<file path="src/sv/rte_pkg.sv">
// Package for the retransmit-timeout estimator: payload structs, operation
// and register codes, reset constants and the seconds reciprocal.
// No dependencies.
package rte_pkg;

  localparam int FRACTION_BITS_DEF = 8;

  localparam int MEAS_W  = 32;
  localparam int MS24_W  = 24;
  localparam int SEC_W   = 23;
  localparam int CNT_W   = 8;
  localparam int OP_W    = 3;
  localparam int CIDX_W  = 2;

  // operation codes
  localparam logic [OP_W-1:0] OP_RESET      = 3'd0;
  localparam logic [OP_W-1:0] OP_NEW_PACKET = 3'd1;
  localparam logic [OP_W-1:0] OP_QUERY      = 3'd2;
  localparam logic [OP_W-1:0] OP_MEASURE    = 3'd3;
  localparam logic [OP_W-1:0] OP_TIMEOUT    = 3'd4;

  // configuration register indexes
  localparam logic [CIDX_W-1:0] CFG_MIN_RTO     = 2'd0;
  localparam logic [CIDX_W-1:0] CFG_MAX_RTO     = 2'd1;
  localparam logic [CIDX_W-1:0] CFG_MAX_RETRANS = 2'd2;

  localparam logic [MS24_W-1:0] MIN_RTO_RST     = 24'd2000;
  localparam logic [MS24_W-1:0] MAX_RTO_RST     = 24'd60000;
  localparam logic [CNT_W-1:0]  MAX_RETRANS_RST = 8'd3;

  localparam int RESET_DEV_MS = 750;
  localparam int RESET_RTO_MS = 3000;

  // seconds = (ms + 500) / 1000 = ((ms + 500) >> 3) / 125, the last done as
  // a multiply by ceil(2^37 / 125), exact for 30-bit operands
  localparam int HALF_SEC_MS  = 500;
  localparam int QUOT_IN_W    = 30;
  localparam int RECIP_W      = 31;
  localparam int RECIP_SHIFT  = 37;
  localparam logic [RECIP_W-1:0] RECIP_125 = 31'd1099511628;

  typedef struct packed {
    logic [OP_W-1:0]   operation;
    logic [MEAS_W-1:0] measured_ms;
  } rte_in_t;

  typedef struct packed {
    logic [SEC_W-1:0] rto_seconds;
    logic             give_up;
    logic [CNT_W-1:0] retransmit_count;
  } rte_out_t;

  typedef struct packed {
    logic [MS24_W-1:0] min_rto_ms;
    logic [MS24_W-1:0] max_rto_ms;
    logic [CNT_W-1:0]  max_retransmits;
  } rte_cfg_t;

  // result of one update, timeout in whole ms (fraction dropped)
  typedef struct packed {
    logic [MEAS_W-1:0] rto_ms;
    logic              give_up;
    logic [CNT_W-1:0]  count;
  } rte_stat_t;

endpackage

</file>
<file path="src/sv/rte_update.sv">
// Estimator state and update logic: smoothed RTT, deviation, timeout and
// retransmit count, with a registered result stage.
// Depends on rte_pkg.
module rte_update import rte_pkg::*; #(
  parameter int FRACTION_BITS = FRACTION_BITS_DEF
) (
  input  logic      clk,
  input  logic      rst_n,
  input  rte_cfg_t  cfg,
  input  logic      in_valid,
  output logic      in_ready,
  input  rte_in_t   in_data,
  output logic      out_valid,
  input  logic      out_ready,
  output rte_stat_t out_stat
);

  localparam int RW = MEAS_W + FRACTION_BITS;  // timeout / deviation
  localparam int SW = RW + 1;                  // smoothed RTT, signed
  localparam int XW = RW + 2;                  // signed differences
  localparam int AW = RW + 3;                  // srtt + 4*dev

  localparam logic [RW-1:0] DEV_RST = RW'(RESET_DEV_MS) << FRACTION_BITS;
  localparam logic [RW-1:0] TO_RST  = RW'(RESET_RTO_MS) << FRACTION_BITS;

  logic signed [SW-1:0] srtt_r, srtt_nxt;
  logic [RW-1:0]        dev_r, dev_nxt;
  logic [RW-1:0]        to_r, to_nxt;
  logic [CNT_W-1:0]     cnt_r, cnt_nxt;
  logic                 valid_r;
  rte_stat_t            stat_r, stat_nxt;

  logic [RW-1:0]        meas_w;
  logic signed [XW-1:0] srtt_ext_w, delta_w, delta_neg_w, srtt_sum_w;
  logic [RW-1:0]        mag_w;
  logic signed [XW-1:0] ddiff_w, dev_sum_w;
  logic [RW-1:0]        srtt_new_w, dev_new_w;
  logic [AW-1:0]        rto_raw_w, lo_w, hi_w;
  logic [RW-1:0]        rto_clamp_w;
  logic [CNT_W:0]       cnt_inc_w;
  logic                 give_w;
  logic                 take_w;

  assign in_ready = !valid_r || out_ready;
  assign take_w   = in_valid && in_ready;

  // measurement update
  assign meas_w      = {in_data.measured_ms, {FRACTION_BITS{1'b0}}};
  assign srtt_ext_w  = {srtt_r[SW-1], srtt_r};
  assign delta_w     = $signed({2'b00, meas_w}) - srtt_ext_w;
  assign delta_neg_w = -delta_w;
  assign mag_w       = delta_w[XW-1] ? delta_neg_w[RW-1:0] : delta_w[RW-1:0];
  assign srtt_sum_w  = srtt_ext_w + (delta_w >>> 3);
  assign ddiff_w     = $signed({2'b00, mag_w}) - $signed({2'b00, dev_r});
  assign dev_sum_w   = $signed({2'b00, dev_r}) + (ddiff_w >>> 2);
  assign srtt_new_w  = srtt_sum_w[RW-1:0];
  assign dev_new_w   = dev_sum_w[RW-1:0];

  // one clamp serves both estimator reset and measurement
  assign rto_raw_w = (in_data.operation == OP_RESET) ?
                     ({3'b000, DEV_RST} << 2) :
                     ({3'b000, srtt_new_w} + ({3'b000, dev_new_w} << 2));
  assign lo_w = AW'({cfg.min_rto_ms, {FRACTION_BITS{1'b0}}});
  assign hi_w = AW'({cfg.max_rto_ms, {FRACTION_BITS{1'b0}}});

  always_comb begin
    if (rto_raw_w < lo_w) begin
      rto_clamp_w = lo_w[RW-1:0];
    end else if (rto_raw_w > hi_w) begin
      rto_clamp_w = hi_w[RW-1:0];
    end else begin
      rto_clamp_w = rto_raw_w[RW-1:0];
    end
  end

  assign cnt_inc_w = {1'b0, cnt_r} + 1'b1;

  always_comb begin
    srtt_nxt = srtt_r;
    dev_nxt  = dev_r;
    to_nxt   = to_r;
    cnt_nxt  = cnt_r;
    give_w   = 1'b0;
    case (in_data.operation)
      OP_RESET: begin
        srtt_nxt = '0;
        dev_nxt  = DEV_RST;
        to_nxt   = rto_clamp_w;
      end
      OP_NEW_PACKET: begin
        cnt_nxt = '0;
      end
      OP_MEASURE: begin
        srtt_nxt = srtt_sum_w[SW-1:0];
        dev_nxt  = dev_new_w;
        to_nxt   = rto_clamp_w;
      end
      OP_TIMEOUT: begin
        // double, saturate at the top of the register
        to_nxt  = to_r[RW-1] ? {RW{1'b1}} : {to_r[RW-2:0], 1'b0};
        give_w  = cnt_inc_w > {1'b0, cfg.max_retransmits};
        cnt_nxt = cnt_inc_w[CNT_W] ? {CNT_W{1'b1}} : cnt_inc_w[CNT_W-1:0];
      end
      default: begin
      end
    endcase
  end

  always_comb begin
    stat_nxt.rto_ms  = to_nxt[RW-1:FRACTION_BITS];
    stat_nxt.give_up = give_w;
    stat_nxt.count   = cnt_nxt;
  end

  always_ff @(posedge clk) begin
    if (!rst_n) begin
      srtt_r  <= '0;
      dev_r   <= DEV_RST;
      to_r    <= TO_RST;
      cnt_r   <= '0;
      valid_r <= 1'b0;
    end else begin
      if (take_w) begin
        srtt_r <= srtt_nxt;
        dev_r  <= dev_nxt;
        to_r   <= to_nxt;
        cnt_r  <= cnt_nxt;
      end
      if (in_ready) begin
        valid_r <= in_valid;
      end
    end
  end

  always_ff @(posedge clk) begin
    if (take_w) begin
      stat_r <= stat_nxt;
    end
  end

  assign out_valid = valid_r;
  assign out_stat  = stat_r;

endmodule

</file>
<file path="src/sv/rte_seconds.sv">
// Output stage: converts the timeout in ms to whole seconds, rounded half
// up, by a reciprocal multiply into the result register. Depends on rte_pkg.
module rte_seconds import rte_pkg::*; (
  input  logic      clk,
  input  logic      rst_n,
  input  logic      in_valid,
  output logic      in_ready,
  input  rte_stat_t in_stat,
  output logic      out_valid,
  input  logic      out_ready,
  output rte_out_t  out_data
);

  localparam int PW = QUOT_IN_W + RECIP_W;

  logic [MEAS_W:0]      rounded_w;
  logic [QUOT_IN_W-1:0] quot_in_w;
  logic [PW-1:0]        prod_w;
  logic                 valid_r;
  rte_out_t             data_r;

  assign in_ready  = !valid_r || out_ready;
  assign rounded_w = {1'b0, in_stat.rto_ms} + (MEAS_W+1)'(HALF_SEC_MS);
  assign quot_in_w = rounded_w[MEAS_W:3];
  assign prod_w    = PW'(quot_in_w) * PW'(RECIP_125);

  always_ff @(posedge clk) begin
    if (!rst_n) begin
      valid_r <= 1'b0;
    end else if (in_ready) begin
      valid_r <= in_valid;
    end
  end

  always_ff @(posedge clk) begin
    if (in_ready && in_valid) begin
      data_r.rto_seconds      <= prod_w[RECIP_SHIFT+SEC_W-1:RECIP_SHIFT];
      data_r.give_up          <= in_stat.give_up;
      data_r.retransmit_count <= in_stat.count;
    end
  end

  assign out_valid = valid_r;
  assign out_data  = data_r;

endmodule

</file>
<file path="src/sv/rtt_estimator_retransmit_timer.sv">
// Retransmit-timeout estimator, top level: configuration registers, input
// register, update stage and seconds stage. Depends on rte_pkg, rte_update,
// rte_seconds.
//
// Requests arrive on in_valid/in_ready/in_data and each gives exactly one
// result on out_valid/out_ready/out_data, in order. Operations: estimator
// reset, new packet (clears the retransmit count), query, RTT measurement
// (srtt += delta/8, dev += (|delta|-dev)/4, timeout = clamp(srtt + 4*dev))
// and timeout (doubles the timeout, counts a retransmission, flags give-up).
// Three register stages: input register, state update into the result
// register, then the ms-to-seconds multiply into the output register.
// A request passes the input, result and output registers; out_valid rises
// at the output register. One request is taken every cycle while out_ready
// is high; the multiplier and the update adders each sit in their own stage.
// The configuration port (cfg_we, cfg_index, cfg_wdata) writes the minimum
// and maximum timeout in ms and the retransmit limit, one per cycle.
// Synchronous reset empties the pipeline and loads srtt 0, deviation 750 ms,
// timeout 3000 ms, count 0 and the default registers. When the receiver
// stalls, each full stage holds its request and in_ready drops once all
// three stages are full.
module rtt_estimator_retransmit_timer import rte_pkg::*; #(
  parameter int FRACTION_BITS = FRACTION_BITS_DEF
) (
  input  logic              clk,
  input  logic              rst_n,
  input  logic              in_valid,
  output logic              in_ready,
  input  rte_in_t           in_data,
  output logic              out_valid,
  input  logic              out_ready,
  output rte_out_t          out_data,
  input  logic              cfg_we,
  input  logic [CIDX_W-1:0] cfg_index,
  input  logic [MS24_W-1:0] cfg_wdata
);

  rte_cfg_t  cfg_r;
  logic      in_valid_r;
  rte_in_t   in_data_r;
  logic      upd_ready;
  logic      upd_valid;
  rte_stat_t upd_stat;
  logic      sec_ready;

  always_ff @(posedge clk) begin
    if (!rst_n) begin
      cfg_r.min_rto_ms      <= MIN_RTO_RST;
      cfg_r.max_rto_ms      <= MAX_RTO_RST;
      cfg_r.max_retransmits <= MAX_RETRANS_RST;
    end else if (cfg_we) begin
      case (cfg_index)
        CFG_MIN_RTO:     cfg_r.min_rto_ms      <= cfg_wdata;
        CFG_MAX_RTO:     cfg_r.max_rto_ms      <= cfg_wdata;
        CFG_MAX_RETRANS: cfg_r.max_retransmits <= cfg_wdata[CNT_W-1:0];
        default: begin
          // no register here: drop the write
        end
      endcase
    end
  end

  assign in_ready = !in_valid_r || upd_ready;

  always_ff @(posedge clk) begin
    if (!rst_n) begin
      in_valid_r <= 1'b0;
    end else if (in_ready) begin
      in_valid_r <= in_valid;
    end
  end

  always_ff @(posedge clk) begin
    if (in_ready && in_valid) begin
      in_data_r <= in_data;
    end
  end

  rte_update #(
    .FRACTION_BITS(FRACTION_BITS)
  ) u_update (
    .clk       (clk),
    .rst_n     (rst_n),
    .cfg       (cfg_r),
    .in_valid  (in_valid_r),
    .in_ready  (upd_ready),
    .in_data   (in_data_r),
    .out_valid (upd_valid),
    .out_ready (sec_ready),
    .out_stat  (upd_stat)
  );

  rte_seconds u_seconds (
    .clk       (clk),
    .rst_n     (rst_n),
    .in_valid  (upd_valid),
    .in_ready  (sec_ready),
    .in_stat   (upd_stat),
    .out_valid (out_valid),
    .out_ready (out_ready),
    .out_data  (out_data)
  );

endmodule
</file>
<file path="config.mk">
export PLATFORM = sky130hd
export DESIGN_NAME = rtt_estimator_retransmit_timer
export DESIGN_NICKNAME = d
export VERILOG_FILES = /design/src/sv/rte_pkg.sv /design/src/sv/rte_update.sv /design/src/sv/rte_seconds.sv /design/src/sv/rtt_estimator_retransmit_timer.sv
export SDC_FILE = /design/constraint.sdc
export NUM_CORES = 2
export LEC_CHECK = 0
export BUFFER_PORTS_ARGS = -buffer_cell sky130_fd_sc_hd__buf_2
export CAP_MARGIN = 20
export CORE_MARGIN = 3
export CORE_UTILIZATION = 45
export CTS_CLUSTER_DIAMETER = 30
export CTS_CLUSTER_SIZE = 30
export DETAILED_ROUTE_END_ITERATION = 16
export SLEW_MARGIN = 5
export SYNTH_ARGS = -nofsm -noshare
export SYNTH_HDL_FRONTEND = slang
export SYNTH_HIERARCHICAL = 1
export SYNTH_SLANG_ARGS = --single-unit
</file>
<file path="constraint.sdc">
create_clock -name clk -period 18.1 [get_ports clk]
set_input_delay 3.62 -clock clk [delete_from_list [all_inputs] [get_ports clk]]
set_output_delay 3.62 -clock clk [all_outputs]
set_load 0.01 [all_outputs]
</file>
# Yosys cells after proc, flatten, opt, wreduce, memory -nomap -nowiden

Cells that the tools add are included.

$add $sub $neg: 8
Multiply operators: 1
$lt $le $gt $ge: 3
Equality and inequality tests: 5
Muxes and demuxes: 10
Reductions and logical operators: 19

Operators by type and width:

| kind                                                                   | count |
|---|---|
| 40-bit two-way mux                                                     | 4 |
| 40-bit case mux with 2 select lines                                    | 2 |
| 41-bit case mux with 2 select lines                                    | 1 |
| 30-bit by 29-bit multiplier with 58-bit output (second input constant) | 1 |
| 40-bit by 42-bit adder with 43-bit output                              | 1 |
| 43-bit by 32-bit greater-than comparator with 1-bit output             | 1 |
| 43-bit by 32-bit < comparator with 1-bit output                        | 1 |
| 43-bit two-way mux                                                     | 1 |
| 41-bit by 41-bit subtractor with 42-bit output                         | 1 |
| 41-bit by 39-bit adder with 41-bit output                              | 1 |
| 40-bit by 40-bit subtractor with 41-bit output                         | 1 |
| 40-bit by 39-bit adder with 40-bit output                              | 1 |
| 40-bit negator                                                         | 1 |
| 32-bit by 9-bit adder with 33-bit output (second input constant)       | 1 |
| 8-bit case mux with 2 select lines                                     | 1 |
| 2-bit AND reduction                                                    | 5 |
| 8-bit by 1-bit adder with 9-bit output (second input constant)         | 1 |
| 9-bit by 8-bit greater-than comparator with 1-bit output               | 1 |
| 8-bit two-way mux                                                      | 1 |
| 2-bit nonzero test                                                     | 2 |
| 3-bit by 1-bit == test with 1-bit output (second input constant)       | 1 |
| 3-bit by 2-bit == test with 1-bit output (second input constant)       | 1 |
| 3-bit == test (second input constant)                                  | 1 |
| 1-bit logical AND                                                      | 3 |
| 7 further kinds                                                        | 11 |

Flip-flop bits (word level): 296
Bits of input ports: 66
Output and inout port bits: 34
Word-level logic and storage cells: 65

# Logic depth before layout (Yosys ltp)

Word-level depth: 11
Gate-level depth with buffers: 65
Depth with buffers taken out: 61

# Cells and area by module

The synthesis kept the hierarchy.

By module, submodules not included:

| module                         | times used | cells each | area an instance (um^2) |
|---|---|---|---|
| rte_update                     | 1          | 2,660      | 20,203.1 |
| rte_seconds                    | 1          | 1,510      | 15,152.0 |
| rtt_estimator_retransmit_timer | 1          | 267        | 3,343.2 |

# Worst setup path after synthesis

OpenSTA, ideal clock, no wires.

Path type: reg2reg
Start: register in_data_r[8] (netlist name)
End: register u_update.stat_r (netlist bit u_update/out_stat[28]) (data pin)
Library setup time: 0.261 ns
Data arrival time: 10.714 ns
Data required time: 17.839 ns
Slack: 7.125 ns
Stages on the path, launching flop included: 59
Buffers on the path: 3
Path through: edfxtp_1 ha_1 a21oi_1 o21ai_0 and3_1 o31ai_2 a21o_1 a21oi_1 o311ai_1 a21boi_1 or4_1 a31oi_2 nand2_2 inv_2 buf_4 nor2_1 xor2_1 ha_1 (+23 left out) clkbuf_1 nand2_1 o21a_1 o21ai_0 xnor2_1 nor2_1 ha_1 and3_1 nand3_1 or3_1 o221a_2 nand2_1 nor2b_1 and3_1 buf_4 nor2_4 nor2_1 a221o_1

Longest elaborated chain between the ends: 11

Ends and longest elaborated chain:

| element                                                    | line                                 | text |
|---|---|---|
| start: declaration                                         | rtt_estimator_retransmit_timer.sv:39 | `rte_in_t in_data_r;` |
| start signal: assignment                                   | rtt_estimator_retransmit_timer.sv:74 | `in_data_r <= in_data;` |
| 41-bit by 41-bit subtractor with 42-bit output *           | rte_update.sv:50                     | `assign delta_w = $signed({2'b00, meas_w}) - srtt_ext_w;` |
| 40-bit negator                                             | rte_update.sv:51                     | `assign delta_neg_w = -delta_w;` |
| 40-bit two-way mux                                         | rte_update.sv:52                     | `assign mag_w = delta_w[XW-1] ? delta_neg_w[RW-1:0] : delta_w[RW-1:0];` |
| 40-bit by 40-bit subtractor with 41-bit output             | rte_update.sv:54                     | `assign ddiff_w = $signed({2'b00, mag_w}) - $signed({2'b00, dev_r});` |
| 40-bit by 39-bit adder with 40-bit output                  | rte_update.sv:55                     | `assign dev_sum_w = $signed({2'b00, dev_r}) + (ddiff_w >>> 2);` |
| 40-bit by 42-bit adder with 43-bit output *                | rte_update.sv:62                     | `({3'b000, srtt_new_w} + ({3'b000, dev_new_w} << 2));` |
| 43-bit two-way mux *                                       | rte_update.sv:60                     | `assign rto_raw_w = (in_data.operation == OP_RESET) ?` |
| 43-bit by 32-bit greater-than comparator with 1-bit output | rte_update.sv:69                     | `end else if (rto_raw_w > hi_w) begin` |
| 40-bit two-way mux                                         | rte_update.sv:69                     |  |
| 40-bit two-way mux *                                       | rte_update.sv:67                     | `if (rto_raw_w < lo_w) begin` |
| 40-bit case mux with 2 select lines *                      | rte_update.sv:84                     | `case (in_data.operation)` |
| net u_update.to_nxt[27]                                    | rte_update.sv:28                     | `logic [RW-1:0] to_r, to_nxt;` |
| end signal: assignment                                     | rte_update.sv:137                    | `stat_r <= stat_nxt;` |
| end: declaration                                           | rte_update.sv:31                     | `rte_stat_t stat_r, stat_nxt;` |

The timed path passes the listed nets; every way through them passes the cells marked *.
A chain may end at the register's enable or synchronous reset.

# Worst setup path in the final report

Start: register u_update.srtt_r[3]
End: register u_update.stat_r (netlist bit u_update/out_stat[20]) (data pin)

Longest elaborated chain between the ends: 11

Ends and longest elaborated chain:

| element                                                    | line              | text |
|---|---|---|
| start: declaration                                         | rte_update.sv:26  | `logic signed [SW-1:0] srtt_r, srtt_nxt;` |
| start signal: assignment                                   | rte_update.sv:124 | `srtt_r <= srtt_nxt;` |
| 41-bit by 41-bit subtractor with 42-bit output             | rte_update.sv:50  |  |
| 40-bit negator                                             | rte_update.sv:51  |  |
| 40-bit two-way mux                                         | rte_update.sv:52  |  |
| 40-bit by 40-bit subtractor with 41-bit output             | rte_update.sv:54  |  |
| 40-bit by 39-bit adder with 40-bit output                  | rte_update.sv:55  |  |
| 40-bit by 42-bit adder with 43-bit output *                | rte_update.sv:62  |  |
| 43-bit two-way mux *                                       | rte_update.sv:60  |  |
| 43-bit by 32-bit greater-than comparator with 1-bit output | rte_update.sv:69  |  |
| 40-bit two-way mux                                         | rte_update.sv:69  |  |
| 40-bit two-way mux *                                       | rte_update.sv:67  |  |
| 40-bit case mux with 2 select lines *                      | rte_update.sv:84  |  |
| net u_update.to_nxt[19]                                    | rte_update.sv:28  |  |

Marked as above.

==> flow_summary.rst <==
.. list-table::
   :header-rows: 1

   * - Metric
     - Value
   * - Die Area
     - 0.0894 sq mm
   * - Routed Antenna Nets
     - 0
   * - Number of design-rule violations left by the first detailed-router iteration
     - 2250
   * - Wire length of the first global-routing pass
     - 174 mm
   * - Post-route clock period utilization
     - 75.7%
   * - Die width
     - 299 um
   * - Worst flop-to-flop path endpoint
     - u_update/out_stat[20]$_DFFE_PP_
   * - Worst Path Class, Setup
     - flip-flop to flip-flop
   * - Total stage count of the critical path
     - 57
   * - Worst min path class
     - flip-flop to flip-flop
   * - Relative slew slack
     - 30.8%
   * - I/O pin cnt
     - 100
   * - Area of the core
     - 0.0844 sq mm
   * - Final wirelength
     - 109 mm
   * - Transition time at the pin with the least slew margin
     - 1.04 ns
   * - Clock Root Buffer
     - sky130_fd_sc_hd__clkbuf_16
   * - Largest stage delay on the critical path
     - 0.83 ns
   * - Result of the run
     - complete, no violations
   * - Port buffer count
     - 99
   * - DRC violation count after routing
     - 0
   * - Setup-violating endpoint count in the final report
     - 0
   * - Clock buffers created by TritonCTS
     - 88
   * - Average wire per standard cell
     - 19.0 um
   * - Net count of the mapped netlist
     - 5382
   * - Worst hold slack across all endpoints
     - 0.420 ns
   * - Worst setup skew after layout
     - 0.0256 ns
   * - TritonCTS clock tree
     - done
   * - Number of instances resized during post-cts repair
     - 0
   * - Warning count from the yosys run
     - 6
   * - Via count of the first global-routing pass
     - 31600
   * - Number of buffers and inverters on the critical path
     - 1
   * - Type of origin of the critical path
     - flip-flop
   * - Netlist area before placement
     - 0.0386 sq mm
   * - Maximum Capacitance Violations
     - 0
   * - Reg clk slew, reported paths
     - 0.05 ns
   * - Total Nets Final
     - 5488
   * - Number of levels the H-tree was split into
     - 3
   * - Total negative slack for setup checks
     - 0 ns
   * - Leftover overflow at the end of global routing
     - 0
   * - Crit-path leading delay family
     - simple AND/OR/NAND/NOR gates
   * - Share of layout cells above drive strength 1
     - 8.89%
   * - Critical path capture point type
     - flip-flop
   * - Critical-path top delay cell
     - sky130_fd_sc_hd__and3_1
   * - Mean Syn Cell Area
     - 8.72 sq um
   * - Arr. time, crit path
     - 14.07 ns
   * - Number of buffers added to fix hold violations after cts
     - 0
   * - Worst endpoint required time
     - 18.46 ns
   * - Count of endpoints failing hold in the final timing report
     - 0
   * - Initial antenna violation count
     - 0
   * - Detailed-router iteration count before antenna repair
     - 6
   * - Combined global-route utilization of all metal layers
     - 24.3%
   * - Area delta synth->final
     - 12.4%
   * - Worst-case register-to-register setup slack
     - 4.39 ns
   * - Reg-to-reg startpoint
     - u_update/srtt_r[3]$_SDFFE_PN0P_
   * - Antenna diode count
     - 0
   * - Buffers inserted during post-CTS setup optimization
     - 0
   * - FMAX
     - 73.0 MHz
   * - Hold Path Depth
     - 0
   * - Insertion delay to the later sink of the worst-skew pair
     - 0.63 ns
   * - Critical path capture point
     - u_update/out_stat[20]$_DFFE_PP_
   * - Cell mode on critical path
     - sky130_fd_sc_hd__a21oi_1
   * - Die Y
     - 299 um
   * - Number of pins with negative max-slew slack in the final report
     - 0
   * - Maximum count of clock buffers along a single path
     - 3
   * - Detailed placer's ending HPWL
     - 86.9 mm
   * - Critical path startpoint
     - u_update/srtt_r[3]$_SDFFE_PN0P_
   * - Initial Util
     - 45.8%
   * - Unrepaired setup endpoints after global routing
     - no
   * - Maximum number of pins on one net before global-route repair
     - 91
   * - Final GP Congestion
     - 0.956
   * - Cell depth of the worst flop-to-flop path
     - 57
   * - Via-per-instance ratio
     - 5.55
   * - CTS sink count
     - 294
   * - Peak fanout along the critical path
     - 28
   * - Min Tclk post-route
     - 13.71 ns
   * - Standard-cell rows
     - 106
   * - Cell count after synthesis
     - 4430
   * - Via count
     - 31900
## worst min path at each step
stage	from	to
2_1_floorplan	u_update/out_stat[0]$_DFFE_PP_	u_seconds/out_data[0]$_DFFE_PP_
3_3_place_gp	u_update/out_stat[7]$_DFFE_PP_	u_seconds/out_data[7]$_DFFE_PP_
3_5_place_dp	u_update/out_stat[3]$_DFFE_PP_	u_seconds/out_data[3]$_DFFE_PP_
4_1_cts	u_update/out_stat[1]$_DFFE_PP_	u_seconds/out_data[1]$_DFFE_PP_
5_1_grt	u_update/out_stat[1]$_DFFE_PP_	u_seconds/out_data[1]$_DFFE_PP_
6_report	u_update/out_stat[4]$_DFFE_PP_	u_seconds/out_data[4]$_DFFE_PP_
## state kept, by name (all words and copies together) (netlist names), 8 cells and up
| register | cells |
|---|---|
| u_update/srtt_r | 41 |
| u_update/to_r | 40 |
| cfg_r | 56 |
| u_update/cnt_r | 8 |
| u_seconds/out_data | 32 |
| u_update/dev_r | 40 |
| u_update/out_stat | 39 |
| in_data_r | 35 |
## layout by cell type (no fill, tap or decap), types with 53 or more instances in the layout
cell                          n
sky130_fd_sc_hd__ha_1       607
sky130_fd_sc_hd__xor2_1     113
sky130_fd_sc_hd__inv_1      698
sky130_fd_sc_hd__nor3_1      72
sky130_fd_sc_hd__nand3_1     78
sky130_fd_sc_hd__buf_2       98
sky130_fd_sc_hd__fa_1       279
sky130_fd_sc_hd__o21ai_0    177
sky130_fd_sc_hd__a22oi_1     53
sky130_fd_sc_hd__xnor2_1    146
sky130_fd_sc_hd__nor2_1     308
sky130_fd_sc_hd__nand2_1    264
sky130_fd_sc_hd__dfxtp_1    188
sky130_fd_sc_hd__a21o_1     135
sky130_fd_sc_hd__nand4_1     67
sky130_fd_sc_hd__clkbuf_16   88
sky130_fd_sc_hd__a21oi_1    280
sky130_fd_sc_hd__edfxtp_1   106
## through the flow
stage | std cells | area [sq um] | worst slack (ns) | utilization [%]
6_report | 5745 | 43400 | 4.39 | 51.4
5_1_grt | 5745 | 43400 | 3.26 | 51.4
4_1_cts | 5744 | 43400 | 4.53 | 51.4
3_5_place_dp | 5579 | 40300 | 4.60 | 47.8
3_3_place_gp | 5578 | 40300 | 4.73 | 47.8
2_1_floorplan | 4430 | 38600 | 7.13 | -
## worst register-to-register path, delay by kind of cell (launching register included)
kind	cells	cell delay, ns
fa+ha+maj	4	1.38
flops	1	0.59
buf+inv	1	0.42
compound gates	24	5.06
simple gates	24	5.37
xor+xnor	4	0.63
## cell type report
class	count	area, sq um
clock buffer	116	2450
clock inverter	49	616
fill	8033	41000
inverter	701	2630
multi-input combinational	3313	28500
sequential	294	6950
tap	1134	1420
timing repair buffer	138	795
## routing by layer
| metal | track usage (%) | up-vias | wire length (um) |
|---|---|---|---|
| met2 | 39.3 | 851 | 49700 |
| met4 | 7.81 | 0 | 3280 |
| li1 | - | 15600 | - |
| met1 | 33.6 | 15200 | 50600 |
| met3 | 3.41 | 173 | 5720 |
| met5 | 0 | - | 0 |
Power is not shown: default switching activity piles up to over one toggle a cycle in this logic, so the estimate is an artifact.
